## config.mk

```make
export PLATFORM = sky130hd
export DESIGN_NAME = joystick_angle_change_reporter_top
export DESIGN_NICKNAME = d
export VERILOG_FILES = /design/src/rtl/jacr_pkg.sv /design/src/rtl/jacr_div.sv /design/src/rtl/joystick_angle_change_reporter_top.sv
export SDC_FILE = /design/constraint.sdc
export NUM_CORES = 1
export LEC_CHECK = 0
export ABC_AREA = 1
export BUFFER_PORTS_ARGS = -buffer_cell sky130_fd_sc_hd__buf_2
export CAP_MARGIN = 20
export CELL_PAD_IN_SITES_DETAIL_PLACEMENT = 0
export CELL_PAD_IN_SITES_GLOBAL_PLACEMENT = 1
export CORE_AREA = 2 2 174 176
export DETAILED_ROUTE_END_ITERATION = 12
export DIE_AREA = 0 0 176 178
export GPL_ROUTABILITY_DRIVEN = 1
export PLACE_DENSITY_LB_ADDON = 0.1
export SLEW_MARGIN = 20
export SYNTH_ARGS = -nofsm -noshare
export SYNTH_HDL_FRONTEND = slang
export SYNTH_SLANG_ARGS = --single-unit
```

## constraint.sdc

```tcl
create_clock -name clk -period 14.5 [get_ports clk]
set_input_delay 0 -clock clk [delete_from_list [all_inputs] [get_ports clk]]
set_output_delay 0 -clock clk [all_outputs]
set_load 0.01 [all_outputs]
```

## src/rtl/jacr_pkg.sv

```systemverilog
// Shared widths, constants and types for the joystick angle change reporter.
// Used by the divider unit and the top level; depends on nothing else.
`default_nettype none

package jacr_pkg;

	localparam int DIVIDEND_W = 15;	// magnitude * 90 stays below 2**15
	localparam int DIVISOR_W  = 10;	// sum of two 8-bit magnitudes
	localparam int QUOT_W     = 7;	// quotient never exceeds 90 for a nonzero divisor
	localparam int QIDX_W     = 3;

	localparam int KIND_W     = 3;
	localparam int LEN_W      = 2;
	localparam int CFG_ADDR_W = 2;
	localparam int CFG_DATA_W = 8;

	typedef struct packed {
		logic              load;
		logic              step;
		logic [QIDX_W-1:0] bit_idx;
	} div_ctrl_t;

endpackage

`default_nettype wire

```

## src/rtl/jacr_div.sv

```systemverilog
// Restoring divider for the angle: one quotient bit per step, one subtractor.
// Sequenced from the top level through a div_ctrl_t; needs jacr_pkg.
`default_nettype none

module jacr_div (
	input  wire logic                              clk,
	input  wire logic                              arst_n,
	input  wire jacr_pkg::div_ctrl_t               ctrl,
	input  wire logic [jacr_pkg::DIVIDEND_W-1:0]   dividend,
	input  wire logic [jacr_pkg::DIVISOR_W-1:0]    divisor,
	output      logic [jacr_pkg::QUOT_W-1:0]       quotient
);
	import jacr_pkg::*;

	localparam int TRIAL_W = DIVISOR_W + QUOT_W;

	logic [DIVIDEND_W-1:0] rem_q;
	logic [DIVISOR_W-1:0]  den_q;
	logic [QUOT_W-1:0]     quot_q;
	logic [TRIAL_W-1:0]    trial;
	logic                  fits;

	// The divisor shifted to the weight of the current quotient bit.
	assign trial = {{QUOT_W{1'b0}}, den_q} << ctrl.bit_idx;
	assign fits  = {{(TRIAL_W-DIVIDEND_W){1'b0}}, rem_q} >= trial;

	always_ff @(posedge clk or negedge arst_n) begin
		if (!arst_n) begin
			rem_q  <= '0;
			den_q  <= '0;
			quot_q <= '0;
		end else if (ctrl.load) begin
			rem_q  <= dividend;
			den_q  <= divisor;
			quot_q <= '0;
		end else if (ctrl.step && fits) begin
			rem_q                <= rem_q - trial[DIVIDEND_W-1:0];
			quot_q[ctrl.bit_idx] <= 1'b1;
		end
	end

	assign quotient = quot_q;

endmodule

`default_nettype wire

```

## src/rtl/joystick_angle_change_reporter_top.sv

```systemverilog
// Top level of the joystick angle change reporter: sequencer, change tracking
// and report output register. Needs jacr_pkg and jacr_div.
`default_nettype none

// Usage
// A sample item (four 8-bit readings and two button levels) enters on the
// sample channel when sample_valid and sample_ready are both high. The block
// then works on it alone: it forms magnitudes, quadrant and the scaled
// dividend from the offsets taken at capture, runs the restoring divider
// (one quotient bit a cycle, while a shared compare unit checks the six plain
// values for a change, one per cycle) and then finishes the angle. Reports
// then leave on the report channel, one per cycle while report_ready is high,
// lowest kind first, with last_message set on the final one. An item with no
// change gives no report. The report sits in an output register, so a new
// sample is taken while the final report still waits. A stalled receiver
// holds the report and the block waits with it. Reset sets the registers to
// their defaults (origins 128, dead zone 10, deadband 2) and all last-sent
// values to zero; the configuration port writes one register per cycle, and
// the user must write it only while the block is idle: the block itself does
// not enforce this.
module joystick_angle_change_reporter_top (
	input  wire logic                               clk,
	input  wire logic                               arst_n,
	input  wire logic                               cfg_we,
	input  wire logic [jacr_pkg::CFG_ADDR_W-1:0]    cfg_addr,
	input  wire logic [jacr_pkg::CFG_DATA_W-1:0]    cfg_wdata,
	input  wire logic                               sample_valid,
	output      logic                               sample_ready,
	input  wire logic [7:0]                         joy_y_sample,
	input  wire logic [7:0]                         joy_x_sample,
	input  wire logic [7:0]                         right_slider,
	input  wire logic [7:0]                         left_slider,
	input  wire logic                               left_button,
	input  wire logic                               right_button,
	output      logic                               report_valid,
	input  wire logic                               report_ready,
	output      logic [jacr_pkg::KIND_W-1:0]        message_kind,
	output      logic [jacr_pkg::LEN_W-1:0]         payload_length,
	output      logic [7:0]                         payload_low,
	output      logic [7:0]                         payload_high,
	output      logic                               last_message
);
	import jacr_pkg::*;

	localparam int NUM_KINDS = 7;

	localparam logic [KIND_W-1:0] KIND_JOY_Y    = 3'd0;
	localparam logic [KIND_W-1:0] KIND_JOY_X    = 3'd1;
	localparam logic [KIND_W-1:0] KIND_LEFT_BTN = 3'd2;
	localparam logic [KIND_W-1:0] KIND_RIGHT_BTN = 3'd3;
	localparam logic [KIND_W-1:0] KIND_RIGHT_SLD = 3'd4;
	localparam logic [KIND_W-1:0] KIND_LEFT_SLD = 3'd5;
	localparam logic [KIND_W-1:0] KIND_ANGLE    = 3'd6;

	localparam logic [CFG_ADDR_W-1:0] REG_JOY_X_ORIGIN = 2'd0;
	localparam logic [CFG_ADDR_W-1:0] REG_JOY_Y_ORIGIN = 2'd1;
	localparam logic [CFG_ADDR_W-1:0] REG_DEAD_ZONE    = 2'd2;
	localparam logic [CFG_ADDR_W-1:0] REG_DEADBAND     = 2'd3;

	localparam logic [LEN_W-1:0] LEN_ONE = 2'd1;
	localparam logic [LEN_W-1:0] LEN_TWO = 2'd2;

	localparam logic [8:0] BASE_Q1 = 9'd0;
	localparam logic [8:0] BASE_Q2 = 9'd90;
	localparam logic [8:0] BASE_Q3 = 9'd180;
	localparam logic [8:0] BASE_Q4 = 9'd270;
	localparam logic [6:0] QUAD_SPAN = 7'd90;
	localparam logic [7:0] SIGN_BYTE = 8'hFF;

	localparam logic [2:0] S_IDLE = 3'd0;
	localparam logic [2:0] S_PREP = 3'd1;
	localparam logic [2:0] S_DIV  = 3'd2;
	localparam logic [2:0] S_FIN  = 3'd3;
	localparam logic [2:0] S_EMIT = 3'd4;

	// Configuration registers
	logic [7:0] x_origin_q, y_origin_q, dead_zone_q, deadband_q;

	// Sequencer and captured item
	logic [2:0]           state_q;
	logic [QIDX_W-1:0]    cnt_q;
	logic [NUM_KINDS-1:0] flags_q;
	logic [8:0]           y_q, x_q;
	logic [7:0]           rs_q, ls_q;
	logic                 lb_q, rb_q;
	logic [8:0]           base_q;
	logic                 dead_q;
	logic [8:0]           ang_q;

	// Last reported values
	logic [8:0] sent_y_q, sent_x_q, sent_ang_q;
	logic [7:0] sent_rs_q, sent_ls_q;
	logic       sent_lb_q, sent_rb_q;

	// Output register
	logic              out_valid_q;
	logic [KIND_W-1:0] out_kind_q;
	logic [LEN_W-1:0]  out_len_q;
	logic [7:0]        out_lo_q, out_hi_q;
	logic              out_last_q;

	logic sample_acc;
	assign sample_ready = (state_q == S_IDLE);
	assign sample_acc   = sample_valid && sample_ready;

	always_ff @(posedge clk or negedge arst_n) begin
		if (!arst_n) begin
			x_origin_q  <= 8'd128;
			y_origin_q  <= 8'd128;
			dead_zone_q <= 8'd10;
			deadband_q  <= 8'd2;
		end else if (cfg_we) begin
			unique case (cfg_addr)
				REG_JOY_X_ORIGIN: x_origin_q  <= cfg_wdata;
				REG_JOY_Y_ORIGIN: y_origin_q  <= cfg_wdata;
				REG_DEAD_ZONE:    dead_zone_q <= cfg_wdata;
				REG_DEADBAND:     deadband_q  <= cfg_wdata;
			endcase
		end
	end

	// Magnitudes, quadrant and dividend, formed in the preparation cycle.
	logic [8:0]            x_neg, y_neg;
	logic [7:0]            ax, ay, num_mag;
	logic [DIVIDEND_W-1:0] dividend;
	logic [DIVISOR_W-1:0]  divisor;
	logic [8:0]            base_d;

	assign x_neg    = 9'd0 - x_q;
	assign y_neg    = 9'd0 - y_q;
	assign ax       = x_q[8] ? x_neg[7:0] : x_q[7:0];
	assign ay       = y_q[8] ? y_neg[7:0] : y_q[7:0];
	// Quadrants two and four measure from an axis where X is the numerator.
	assign num_mag  = (x_q[8] ^ y_q[8]) ? ax : ay;
	assign dividend = DIVIDEND_W'(num_mag) * DIVIDEND_W'(QUAD_SPAN);
	assign divisor  = {2'b00, ax} + {2'b00, ay};

	always_comb begin
		unique case ({x_q[8], y_q[8]})
			2'b00: base_d = BASE_Q1;
			2'b10: base_d = BASE_Q2;
			2'b11: base_d = BASE_Q3;
			2'b01: base_d = BASE_Q4;
		endcase
	end

	div_ctrl_t             div_ctrl;
	logic [QUOT_W-1:0]     quot;

	assign div_ctrl.load    = (state_q == S_PREP);
	assign div_ctrl.step    = (state_q == S_DIV);
	assign div_ctrl.bit_idx = QIDX_W'(QUOT_W - 1) - cnt_q;

	jacr_div u_div (
		.clk      (clk),
		.arst_n   (arst_n),
		.ctrl     (div_ctrl),
		.dividend (dividend),
		.divisor  (divisor),
		.quotient (quot)
	);

	// Shared change compare: one plain value per divider cycle.
	logic [8:0] cmp_val, cmp_sent;
	logic [9:0] cmp_diff, cmp_abs;
	logic       cmp_button, changed;

	always_comb begin
		cmp_val    = y_q;
		cmp_sent   = sent_y_q;
		cmp_button = 1'b0;
		unique case (cnt_q)
			KIND_JOY_Y: begin
				cmp_val  = y_q;
				cmp_sent = sent_y_q;
			end
			KIND_JOY_X: begin
				cmp_val  = x_q;
				cmp_sent = sent_x_q;
			end
			KIND_LEFT_BTN: begin
				cmp_val    = {8'd0, lb_q};
				cmp_sent   = {8'd0, sent_lb_q};
				cmp_button = 1'b1;
			end
			KIND_RIGHT_BTN: begin
				cmp_val    = {8'd0, rb_q};
				cmp_sent   = {8'd0, sent_rb_q};
				cmp_button = 1'b1;
			end
			KIND_RIGHT_SLD: begin
				cmp_val  = {1'b0, rs_q};
				cmp_sent = {1'b0, sent_rs_q};
			end
			KIND_LEFT_SLD: begin
				cmp_val  = {1'b0, ls_q};
				cmp_sent = {1'b0, sent_ls_q};
			end
			default: begin
				cmp_val  = y_q;
				cmp_sent = y_q;
			end
		endcase
	end

	assign cmp_diff = {cmp_val[8], cmp_val} - {cmp_sent[8], cmp_sent};
	assign cmp_abs  = cmp_diff[9] ? (10'd0 - cmp_diff) : cmp_diff;
	assign changed  = cmp_button ? (cmp_val != cmp_sent) : (cmp_abs > {2'b00, deadband_q});

	logic [8:0] ang_d;
	assign ang_d = dead_q ? 9'd0 : (base_q + {2'b00, quot});

	// Lowest pending report.
	logic [KIND_W-1:0]    pick;
	logic [NUM_KINDS-1:0] rest;
	logic                 out_free;

	always_comb begin
		pick = '0;
		for (int i = NUM_KINDS - 1; i >= 0; i--) begin
			if (flags_q[i]) pick = KIND_W'(i);
		end
	end

	assign rest     = flags_q & ~(NUM_KINDS'(1) << pick);
	assign out_free = !out_valid_q || report_ready;

	logic emit_load;
	assign emit_load = (state_q == S_EMIT) && out_free;

	always_ff @(posedge clk or negedge arst_n) begin
		if (!arst_n) begin
			state_q    <= S_IDLE;
			cnt_q      <= '0;
			flags_q    <= '0;
			sent_y_q   <= '0;
			sent_x_q   <= '0;
			sent_lb_q  <= 1'b0;
			sent_rb_q  <= 1'b0;
			sent_rs_q  <= '0;
			sent_ls_q  <= '0;
			sent_ang_q <= '0;
		end else begin
			unique case (state_q)
				S_IDLE: begin
					if (sample_acc) begin
						state_q <= S_PREP;
					end
				end
				S_PREP: begin
					cnt_q   <= '0;
					flags_q <= '0;
					state_q <= S_DIV;
				end
				S_DIV: begin
					if (cnt_q != KIND_ANGLE) begin
						flags_q[cnt_q] <= changed;
					end
					if (changed) begin
						unique case (cnt_q)
							KIND_JOY_Y:     sent_y_q  <= y_q;
							KIND_JOY_X:     sent_x_q  <= x_q;
							KIND_LEFT_BTN:  sent_lb_q <= lb_q;
							KIND_RIGHT_BTN: sent_rb_q <= rb_q;
							KIND_RIGHT_SLD: sent_rs_q <= rs_q;
							KIND_LEFT_SLD:  sent_ls_q <= ls_q;
							default: ;
						endcase
					end
					cnt_q <= cnt_q + 1'b1;
					if (cnt_q == QIDX_W'(QUOT_W - 1)) begin
						state_q <= S_FIN;
					end
				end
				S_FIN: begin
					flags_q[KIND_ANGLE] <= (ang_d != sent_ang_q);
					sent_ang_q          <= ang_d;
					if (flags_q[KIND_LEFT_SLD:KIND_JOY_Y] == '0 && ang_d == sent_ang_q) begin
						state_q <= S_IDLE;
					end else begin
						state_q <= S_EMIT;
					end
				end
				S_EMIT: begin
					if (out_free) begin
						flags_q <= rest;
						if (rest == '0) begin
							state_q <= S_IDLE;
						end
					end
				end
				default: state_q <= S_IDLE;
			endcase
		end
	end

	// Captured item and angle datapath registers.
	always_ff @(posedge clk) begin
		if (sample_acc) begin
			y_q  <= {1'b0, joy_y_sample} - {1'b0, y_origin_q};
			x_q  <= {1'b0, joy_x_sample} - {1'b0, x_origin_q};
			rs_q <= right_slider;
			ls_q <= left_slider;
			lb_q <= left_button;
			rb_q <= right_button;
		end
		if (state_q == S_PREP) begin
			base_q <= base_d;
			dead_q <= !(ax > dead_zone_q || ay > dead_zone_q);
		end
		if (state_q == S_FIN) begin
			ang_q <= ang_d;
		end
	end

	always_ff @(posedge clk or negedge arst_n) begin
		if (!arst_n) begin
			out_valid_q <= 1'b0;
		end else if (emit_load) begin
			out_valid_q <= 1'b1;
		end else if (report_ready) begin
			out_valid_q <= 1'b0;
		end
	end

	always_ff @(posedge clk) begin
		if (emit_load) begin
			out_kind_q <= pick;
			out_last_q <= (rest == '0);
			unique case (pick)
				KIND_JOY_Y: begin
					out_len_q <= LEN_TWO;
					out_lo_q  <= y_q[7:0];
					out_hi_q  <= y_q[8] ? SIGN_BYTE : 8'd0;
				end
				KIND_JOY_X: begin
					out_len_q <= LEN_TWO;
					out_lo_q  <= x_q[7:0];
					out_hi_q  <= x_q[8] ? SIGN_BYTE : 8'd0;
				end
				KIND_LEFT_BTN: begin
					out_len_q <= LEN_ONE;
					out_lo_q  <= {7'd0, lb_q};
					out_hi_q  <= 8'd0;
				end
				KIND_RIGHT_BTN: begin
					out_len_q <= LEN_ONE;
					out_lo_q  <= {7'd0, rb_q};
					out_hi_q  <= 8'd0;
				end
				KIND_RIGHT_SLD: begin
					out_len_q <= LEN_ONE;
					out_lo_q  <= rs_q;
					out_hi_q  <= 8'd0;
				end
				KIND_LEFT_SLD: begin
					out_len_q <= LEN_ONE;
					out_lo_q  <= ls_q;
					out_hi_q  <= 8'd0;
				end
				default: begin
					out_len_q <= LEN_TWO;
					out_lo_q  <= ang_q[7:0];
					out_hi_q  <= {7'd0, ang_q[8]};
				end
			endcase
		end
	end

	assign report_valid   = out_valid_q;
	assign message_kind   = out_kind_q;
	assign payload_length = out_len_q;
	assign payload_low    = out_lo_q;
	assign payload_high   = out_hi_q;
	assign last_message   = out_last_q;

	// A new item is only taken once every report of the previous one is queued.
	a_idle_no_pending: assert property (@(posedge clk) disable iff (!arst_n)
		sample_ready |-> flags_q == '0)
		else $error("sample taken with reports still pending");

	a_emit_has_work: assert property (@(posedge clk) disable iff (!arst_n)
		state_q == S_EMIT |-> flags_q != '0)
		else $error("emit state without a pending report");

	a_last_ends_item: assert property (@(posedge clk) disable iff (!arst_n)
		(emit_load && rest == '0) |=> state_q == S_IDLE)
		else $error("last report loaded but sequencer did not return to idle");

	a_quot_in_range: assert property (@(posedge clk) disable iff (!arst_n)
		(state_q == S_FIN && !dead_q) |-> quot <= QUOT_W'(QUAD_SPAN))
		else $error("angle quotient exceeds one quadrant");

endmodule

`default_nettype wire
```

### Yosys cells after proc, flatten, opt, wreduce, memory -nomap -nowiden

Cells that the tools add are included.

| storage, ports and cells | value |
|---|---|
| input bits | 49 |
| output and inout port bits | 24 |
| register bits | 200 |

| cells by class | value |
|---|---|
| bitwise operators | 4 |
| $lt $le $gt $ge | 8 |
| multiplexer cells | 44 |
| shifts and indexed selects | 2 |
| multiply operators | 1 |
| eq/ne operators | 30 |
| add/sub/neg operators | 11 |
| reductions and logical operators | 37 |

Operators with widths:

| operator | number |
|---|---|
| 9-bit case mux with 6 select lines | 1 |
| 8-bit case mux with 6 select lines | 1 |
| 9-bit case mux with 5 select lines | 1 |
| 8-bit 2-to-1 mux | 5 |
| 3-bit 2-to-1 mux | 12 |
| 9-bit case mux with 4 select lines | 1 |
| 15-bit 2-to-1 mux | 2 |
| 7-bit 2-to-1 mux | 4 |
| 8-bit case mux with 3 select lines | 1 |
| 3-bit AND reduction | 8 |
| 3-bit by 2-bit == test with 1-bit output (second input constant) | 6 |
| 3-bit == test (second input constant) | 6 |
| 9-bit != test | 2 |
| 6-bit case mux with 3 select lines | 1 |
| 8-bit by 8-bit subtractor with 9-bit output | 2 |
| 15-bit by 17-bit >= comparator with 1-bit output | 1 |
| 10-bit by 3-bit left shift with 17-bit output | 1 |
| 8-bit > comparator | 2 |
| 1-bit by 8-bit subtractor with 8-bit output (first input constant) | 2 |
| 3-bit case mux with 5 select lines | 1 |
| 15-bit subtractor | 1 |
| 8-bit by 6-bit multiplier with 14-bit output (second input constant) | 1 |
| 10-bit by 8-bit > comparator with 1-bit output | 1 |
| 10-bit 2-to-1 mux | 1 |
| 41 further kinds | 73 |

### Depth between registers and ports, before layout

Gate-level depths: netlist of the first run.

| logic depth | value |
|---|---|
| depth in word-level cells | 14 |
| mapped depth | 35 |
| mapped depth without buffers | 35 |

### Modules after synthesis

A second synthesis of the first run with hierarchy kept.

| unflattened totals | value |
|---|---|
| cell total of the unflattened synthesis | 1763 |
| area total of the unflattened synthesis | 13765.7 um2 |

By module, submodules not included:

| module | cells each | times used | seq. area each (um2) | area an instance (um2) |
|---|---|---|---|---|
| joystick_angle_change_reporter_top | 1312 | 1 | 4325.4 | 10981.8 |
| jacr_div | 451 | 1 | 800.8 | 2783.9 |

### Worst setup path before layout of the first run

Ideal clock, no wire load.

| path | value |
|---|---|
| kind | register to register |
| start point | reg cnt_q[0] |
| end point | reg sent_y_q[8] |
| setup slack | 9588 ps |
| arrival time | 4789 ps |
| required time | 14377 ps |
| stages on the path, launching flop included | 33 |
| period minus slack after synthesis | 4912 ps |
| cells stage by stage | dfrtp_1 inv_1 clkbuf_1 ha_1 nand2_1 clkinv_1 a221oi_1 a32oi_1 ha_1 inv_1 fa_1 inv_1 ha_1 inv_1 nor2_1 nand3_1 nand2_1 xor2_1 inv_1 ha_1 nand2_1 nor2_1 o21ai_0 nand2_1 o21ai_0 nand2_1 a21oi_1 nand2_1 o21ai_4 nor2_8 nand2_4 buf_12 o21ai_2 |

| on the way | value |
|---|---|
| word-level cells in the longest chain between the ends | 8 |

Ends and longest elaborated chain:

| item | line | RTL |
|---|---|---|
| start: declaration | joystick_angle_change_reporter_top.sv:81 | `logic [QIDX_W-1:0] cnt_q;` |
| start signal: assignment | joystick_angle_change_reporter_top.sv:270 | `cnt_q <= cnt_q + 1'b1;` |
| 3-bit == test, or another cell as far along | joystick_angle_change_reporter_top.sv:172 | `unique case (cnt_q)` |
| 9-bit case mux with 6 select lines or 9-bit case mux with 5 select lines (tied branches) | joystick_angle_change_reporter_top.sv:172 |  |
| 9-bit by 9-bit subtractor with 10-bit output | joystick_angle_change_reporter_top.sv:206 | `assign cmp_diff = {cmp_val[8], cmp_val} - {cmp_sent[8], cmp_sent};` |
| 1-bit by 10-bit subtractor with 10-bit output | joystick_angle_change_reporter_top.sv:207 | `assign cmp_abs = cmp_diff[9] ? (10'd0 - cmp_diff) : cmp_diff;` |
| 10-bit 2-to-1 mux | joystick_angle_change_reporter_top.sv:207 |  |
| 10-bit by 8-bit > comparator with 1-bit output | joystick_angle_change_reporter_top.sv:208 | `assign changed = cmp_button ? (cmp_val != cmp_sent) : (cmp_abs > {2'b00, deadband_q});` |
| 1-bit 2-to-1 mux | joystick_angle_change_reporter_top.sv:208 |  |
| 3-bit AND reduction (no line) (*) | n/a |  |
| end signal: assignment | joystick_angle_change_reporter_top.sv:261 | `KIND_JOY_Y: sent_y_q <= y_q;` |
| end: declaration | joystick_angle_change_reporter_top.sv:91 | `logic [8:0] sent_y_q, sent_x_q, sent_ang_q;` |

Mark *: on every way between the ends. The rest lies on a longest branch, timed or not.
A chain may end at the register's enable or synchronous reset.

### Final worst setup path of the first run

| path | value |
|---|---|
| start point | reg cnt_q[0] |
| end point | reg sent_rs_q[2] |

| on the way | value |
|---|---|
| word-level cells in the longest chain between the ends | 8 |

Ends and longest elaborated chain:

| item | line | RTL |
|---|---|---|
| 3-bit == test, or another cell as far along | joystick_angle_change_reporter_top.sv:172 |  |
| 9-bit case mux with 6 select lines or 9-bit case mux with 5 select lines (tied branches) | joystick_angle_change_reporter_top.sv:172 |  |
| 9-bit by 9-bit subtractor with 10-bit output | joystick_angle_change_reporter_top.sv:206 |  |
| 1-bit by 10-bit subtractor with 10-bit output | joystick_angle_change_reporter_top.sv:207 |  |
| 10-bit 2-to-1 mux | joystick_angle_change_reporter_top.sv:207 |  |
| 10-bit by 8-bit > comparator with 1-bit output | joystick_angle_change_reporter_top.sv:208 |  |
| 1-bit 2-to-1 mux | joystick_angle_change_reporter_top.sv:208 |  |
| 3-bit AND reduction (no line) (*) | n/a |  |
| end signal: assignment | joystick_angle_change_reporter_top.sv:265 | `KIND_RIGHT_SLD: sent_rs_q <= rs_q;` |
| end: declaration | joystick_angle_change_reporter_top.sv:92 | `logic [7:0] sent_rs_q, sent_ls_q;` |

Marked as above.

==> results.json, run 1 <==
{
  "status": "finished, final reports clean",
  "die_h_microns": 178,
  "yosys_warnings": 0,
  "ctsRootBufferMaster": "clkbuf_16",
  "dp_hpwl_microns": 27800,
  "wl_per_cell_microns": 16.7,
  "final_common_cell": "nand2_1",
  "drc": 0,
  "fin_crit_sh_pct": 45.5,
  "cp_num_buf_inv": 5,
  "ys_seq_area_share_pct": 38.2,
  "synth-seq-cells": 190,
  "clkSinkCount": 190,
  "antenna_found_initial": 0,
  "use_met1_pct": 31.7,
  "n_fill_cell": 2873,
  "vias": 11000,
  "finish.utilization_pct": 50.6,
  "cts_buffer_depth": 2,
  "crit_type": "flop to flop",
  "relSlewSlack_pct": 37.2,
  "grt-ovfl-total": 0,
  "synth-edff-count": 68,
  "critPathCaptureType": "flop",
  "pin_count": 73,
  "grt_max_degree": 68,
  "clk_pin_slew_ns": 0.08,
  "grt_util_all_layers_pct": 23.6,
  "placed_cells": 2071,
  "drive_gt1_share_pct": 10.7,
  "gp_congestion": 0.957,
  "cts_tree": "built",
  "dieArea_sq_mm": 0.0313,
  "fin_tns_setup_ns": 0,
  "first_pass_iters": 5,
  "path_max_fanout": 27,
  "fin_crit_ns": 6.59,
  "hold_viol": 0,
  "async_reset_ff_share_pct": 64.2,
  "io_buffers": 72,
  "avgSynthCellArea_sq_um": 8.12,
  "placed_area_sq_mm": 0.0140,
  "fp-row-count": 63,
  "setup_violations": 0,
  "cpMostUsedCell": "nand2_1",
  "stdcell_count": 2135,
  "ys.flop_type": "dfrtp_1",
  "arrival_ns": 6.97,
  "fmax_mhz": 152,
  "initial_core_util_pct": 45.4,
  "core_area_sq_mm": 0.0294,
  "drtIter0Drc": 645,
  "syn_to_final_growth_pct": 11.6,
  "fin_nets": 1919,
  "hold_class": "input pin to flop",
  "busiest_layer": "met2",
  "worst_setup_path_start_kind": "flop",
  "final_cell_mix": "373 x nand2_1, 253 x inv_1, 132 x o21ai_0",
  "grt_util_met3_pct": 3.84,
  "cp_slowest_cell": "dfrtp_1",
  "grt_pass1_vias": 10600,
  "ant_nets": 0,
  "diodes": 0,
  "maxCapViolCount": 0,
  "synthCells": 1642,
  "clock_latency_ns": 0.46,
  "htree_levels": 4,
  "gr-usage-met2_pct": 38.4,
  "critPathMaxStageDelay_ns": 0.88,
  "final_area_sq_mm": 0.0149,
  "worstMarginPinSlew_ns": 0.942,
  "synth_nets": 1829,
  "wl_microns": 35600,
  "cts_buffers": 17,
  "syn_area_sq_mm": 0.0133,
  "required_ns": 14.88,
  "grt_pass1_wl_microns": 56900,
  "fin_skew_ns": 0.0140,
  "yosysUniqueCellTypes": 56,
  "via_per_inst": 5.16,
  "postCtsSetupBuffers": 0,
  "slew_violations": 0,
  "critical_path.top_delay_family": "simple AND/OR/NAND/NOR gates",
  "rsz0062_at_grt": "false",
  "die_w_microns": 176
}
-- Yosys cell counts, drive strengths merged, types with 2 or more instances --
cell type  count  area (sq um)
a211oi         7          52.6
a21o           4          30.0
a21oi         91           459
a221oi        16           140
a31oi          2          12.5
buf           15           154
clkbuf        22          82.6
clkinv         7          26.3
dfrtp        117          2930
dfstp          5           131
edfxtp        68          2040
fa            16           320
ha           122          1530
inv          255           957
nand2        393          1550
nand3         75           385
nand4         16           100
nor2         110           432
nor3          17           100
nor4           3          18.8
o2111ai        3          26.3
o211ai         2          15.0
o21a          11          82.6
o21ai        167           975
o21bai         3          22.5
o22ai         24           150
o31ai          3          22.5
or2            6          37.5
xnor2          8          70.1
xor2          42           387
-- metrics by stage --
step / hold slack (ns) / setup slack (ns)
after floorplan: -0.296 / 9.59
after global placement: 0.134 / 8.07
after detailed placement: 0.133 / 8.00
after CTS: 0.0102 / 7.94
after global routing: 0.0324 / 7.16
final: 0.0190 / 7.91
-- per-layer routing --
metal,up-vias,wire (microns),share of wire [%]
li1,5616,-,-
met1,5106,16700,47
met2,237,16300,46
met3,56,1480,4.2
met4,0,1080,3.0
met5,-,0,0
-- registers in the layout (all words and copies together) (netlist names), 8 cells and up --
| signal | count |
|---|---|
| sent_rs_q | 8 |
| rs_q | 8 |
| dead_zone_q | 8 |
| sent_y_q | 9 |
| ls_q | 8 |
| x_q | 9 |
| deadband_q | 8 |
| u_div.rem_q | 15 |
| sent_x_q | 9 |
| payload_low | 8 |
| u_div.den_q | 9 |
| x_origin_q | 8 |
| y_origin_q | 8 |
| y_q | 9 |
| ang_q | 9 |
| sent_ls_q | 8 |
| sent_ang_q | 9 |
-- kinds of logic after synthesis --
logic type                 after synthesis  share of synthesized area, %
and+or+nand+nor                        622                          19.8
AOI/OAI and AO/OA                      343                          15.6
buffers and inverters                  299                          9.15
DFF                                    190                          38.2
adders and majority gates              138                          13.8
xor gates and xnor gates                50                          3.42
-- worst paths after layout --
path                            startpoint              to  slack [ns]  cells past startpoint
setup / recovery                  cnt_q[0]    sent_rs_q[2]        7.91                     31
hold / removal             joy_y_sample[0]          y_q[0]        0.02                      4
setup reg to reg                  cnt_q[0]    sent_rs_q[2]        7.91                     31
hold reg to reg              deadband_q[5]   deadband_q[5]        0.49                      2
max in group asynchronous           arst_n  dead_zone_q[7]       12.93                      3
min in group asynchronous           arst_n  u_div.rem_q[9]        0.13                      2
-- worst reg2reg max path: cells and delay by family, from the launching register on --
family                     cells  cell delay [ns]
buffers and inverters          5             1.17
adders and majority gates      4             1.33
AOI/OAI and AO/OA              8             1.42
xor gates and xnor gates       1             0.13
and+or+nand+nor               13             1.59
DFF                            1             0.88
-- cell type report --
| class | instances | area (sq um) | area share, % |
|---|---|---|---|
| Multi-Input combinational cell | 1153 | 7030 | 47.2 |
| Sequential cell | 190 | 5100 | 34.3 |
| Inverter | 262 | 983 | 6.61 |
| Timing Repair Buffer | 108 | 723 | 4.86 |
| Tap cell | 390 | 488 | 3.28 |
| Clock buffer | 19 | 433 | 2.91 |
| Clock inverter | 13 | 128 | 0.857 |
-- timing repair --
| item | 4_1_cts | 5_1_grt |
|---|---|---|
| hold buffers | 31 | 0 |
| resized for setup | 0 | 0 |
| endpoints found under the hold margin | 112 | 0 |
| endpoints found under the setup margin | 0 | 0 |
Power of run 1 is left out: the tool's default activity adds up to more than one toggle a clock period on the data nets, which glitch-free logic cannot reach.
==> run 2, diff against run 1 <==
==> constraint.sdc (replaced) <==
create_clock -name clk -period 6.47 [get_ports clk]
set_input_delay 0 -clock clk [delete_from_list [all_inputs] [get_ports clk]]
set_output_delay 0 -clock clk [all_outputs]
set_load 0.01 [all_outputs]
==> run 2 against run 1 <==
  * Setup slack got worse by 7.0 ns
  * Critical path depth unchanged
  * First-iteration DRC count increased by 1.2%
  * Cell area increased by 0.29%
  * Clock skew increased by 0.0020 ns
  * Critical path type unchanged
  * Clock-buffer cell count decreased by 1
  * Die area unchanged
  * Via count increased by 0.46%
==> results.json, run 2 (synthesized netlist as in run 1, its figures left out) <==
{
  "status": "finished, final reports clean",
  "maxCapViolCount": 0,
  "via_per_inst": 5.17,
  "clock_latency_ns": 0.46,
  "die_w_microns": 176,
  "hold_start": "joy_x_sample[0]",
  "placed_cells": 2077,
  "wl_per_cell_microns": 16.5,
  "r2r-start": "cnt_q[1]",
  "wl_microns": 35400,
  "grt_max_degree": 65,
  "fin_crit_sh_pct": 85.9,
  "htree_levels": 4,
  "fin_nets": 1925,
  "fin_tns_setup_ns": 0,
  "grt_util_all_layers_pct": 23.4,
  "n_fill_cell": 2851,
  "top_register": "u_div.rem_q",
  "critPathMaxStageDelay_ns": 0.48,
  "cts_buffer_depth": 2,
  "cts_tree": "built",
  "hold_class": "input pin to flop",
  "antenna_found_initial": 0,
  "timing.hold.ws_ns": 0.0318,
  "ant_nets": 0,
  "cp_slowest_cell": "dfrtp_1",
  "cp_num_buf_inv": 6,
  "final_common_cell": "nand2_1",
  "worstMarginPinSlew_ns": 0.933,
  "hold_viol": 0,
  "dieArea_sq_mm": 0.0313,
  "stdcell_count": 2141,
  "fmax_mhz": 180,
  "vias": 11100,
  "die_h_microns": 178,
  "fp-row-count": 63,
  "cpMostUsedCell": "nand2_1",
  "rsz0062_at_grt": "false",
  "reg2reg_slack_ns": 0.91,
  "initial_core_util_pct": 45.4,
  "pin_count": 73,
  "io_buffers": 72,
  "first_pass_iters": 7,
  "clkSinkCount": 190,
  "arrival_ns": 5.93,
  "grt_pass1_vias": 10800,
  "final_cell_mix": "373 x nand2_1, 253 x inv_1, 132 x o21ai_0",
  "finish.utilization_pct": 50.8,
  "min_path_cells": 4,
  "r2r_cells": 31,
  "drc": 0,
  "grt-ovfl-total": 0,
  "critPathCaptureType": "flop",
  "drive_gt1_share_pct": 10.9,
  "dp_hpwl_microns": 27400,
  "worst_setup_path_start_kind": "flop",
  "core_area_sq_mm": 0.0294,
  "setup_violations": 0,
  "slew_violations": 0,
  "cts_resized": 0,
  "required_ns": 6.84,
  "grt_pass1_wl_microns": 56900,
  "min_to": "x_q[0]",
  "clk_pin_slew_ns": 0.08,
  "diodes": 0,
  "fin_skew_ns": 0.0160,
  "gp_congestion": 0.922,
  "crit_type": "flop to flop",
  "fin_crit_ns": 5.56,
  "cts_buffers": 17,
  "path_max_fanout": 18,
  "r2r-end": "sent_y_q[3]",
  "ctsRootBufferMaster": "clkbuf_16",
  "syn_to_final_growth_pct": 11.9,
  "largest_reg_flops": 15,
  "drtIter0Drc": 653,
  "relSlewSlack_pct": 37.8,
  "critical_path.top_delay_family": "simple AND/OR/NAND/NOR gates"
}
## run 2: cell count changes in the layout (fill, tap and decap cells not counted)
cell | previous run | this run
inv_6 | 5 | 7
clkinv_4 | 1 | 2
clkbuf_1 | 2 | 1
buf_4 | 5 | 11
inv_4 | 1 | 0
clkinv_1 | 7 | 9
inv_8 | 1 | 0
clkinvlp_4 | 3 | 1
## run 2: how the worst max path moves through the flow
stage	startpoint	endpoint	slack, ns	cells after the start
after detailed placement	cnt_q[2]	sent_rs_q[0]	0.95	33
after floorplan	cnt_q[0]	sent_y_q[8]	1.56	32
final	cnt_q[1]	sent_y_q[3]	0.91	31
after CTS	cnt_q[2]	sent_rs_q[0]	0.90	33
after global routing	cnt_q[2]	sent_y_q[3]	0.33	32
after global placement	cnt_q[2]	sent_x_q[4]	1.13	33
## run 2: final cells by class
type	count	area [sq um]	share of cell area, %
well taps	390	488	3.27
repair buffers	114	768	5.15
multi-input cells	1153	7030	47.1
inverters	262	983	6.59
clock inverters	14	129	0.863
clock buffers	18	429	2.87
flip-flops and latches	190	5100	34.2
## run 2: timing repair
item,4_1_cts,5_1_grt
endpoints found under the hold margin,118,0
buffers inserted,0,0
hold buffers,31,0
## run 2: per-layer routing
| metal | share of wire (%) | vias up | GRT usage, % |
|---|---|---|---|
| met2 | 47 | 210 | 39.4 |
| met4 | 1.5 | 0 | 5.89 |
| met3 | 3.2 | 38 | 3.69 |
| li1 | - | 5636 | - |
| met1 | 48 | 5182 | 31.7 |
| met5 | 0 | - | 0 |
## run 2: per-stage QoR
stage                     cell area [sq um]  worst slack, ns
after CTS                             14900            0.898
after detailed placement              14000            0.948
after global routing                  14900            0.330
after global placement                14000             1.13
after floorplan                       13300             1.56
final                                 14900            0.910
## run 2: worst register-to-register path, delay by kind of cell (launching register included)
kind | cells | cell delay, ns
adder cells (fa/ha/maj) | 5 | 1.29
AO/OA/AOI/OAI | 7 | 1.30
AND/OR/NAND/NOR | 12 | 1.41
XOR/XNOR | 1 | 0.15
flip-flops | 1 | 0.48
buffers and inverters | 6 | 0.84
Power of run 2 is left out for the same reason.
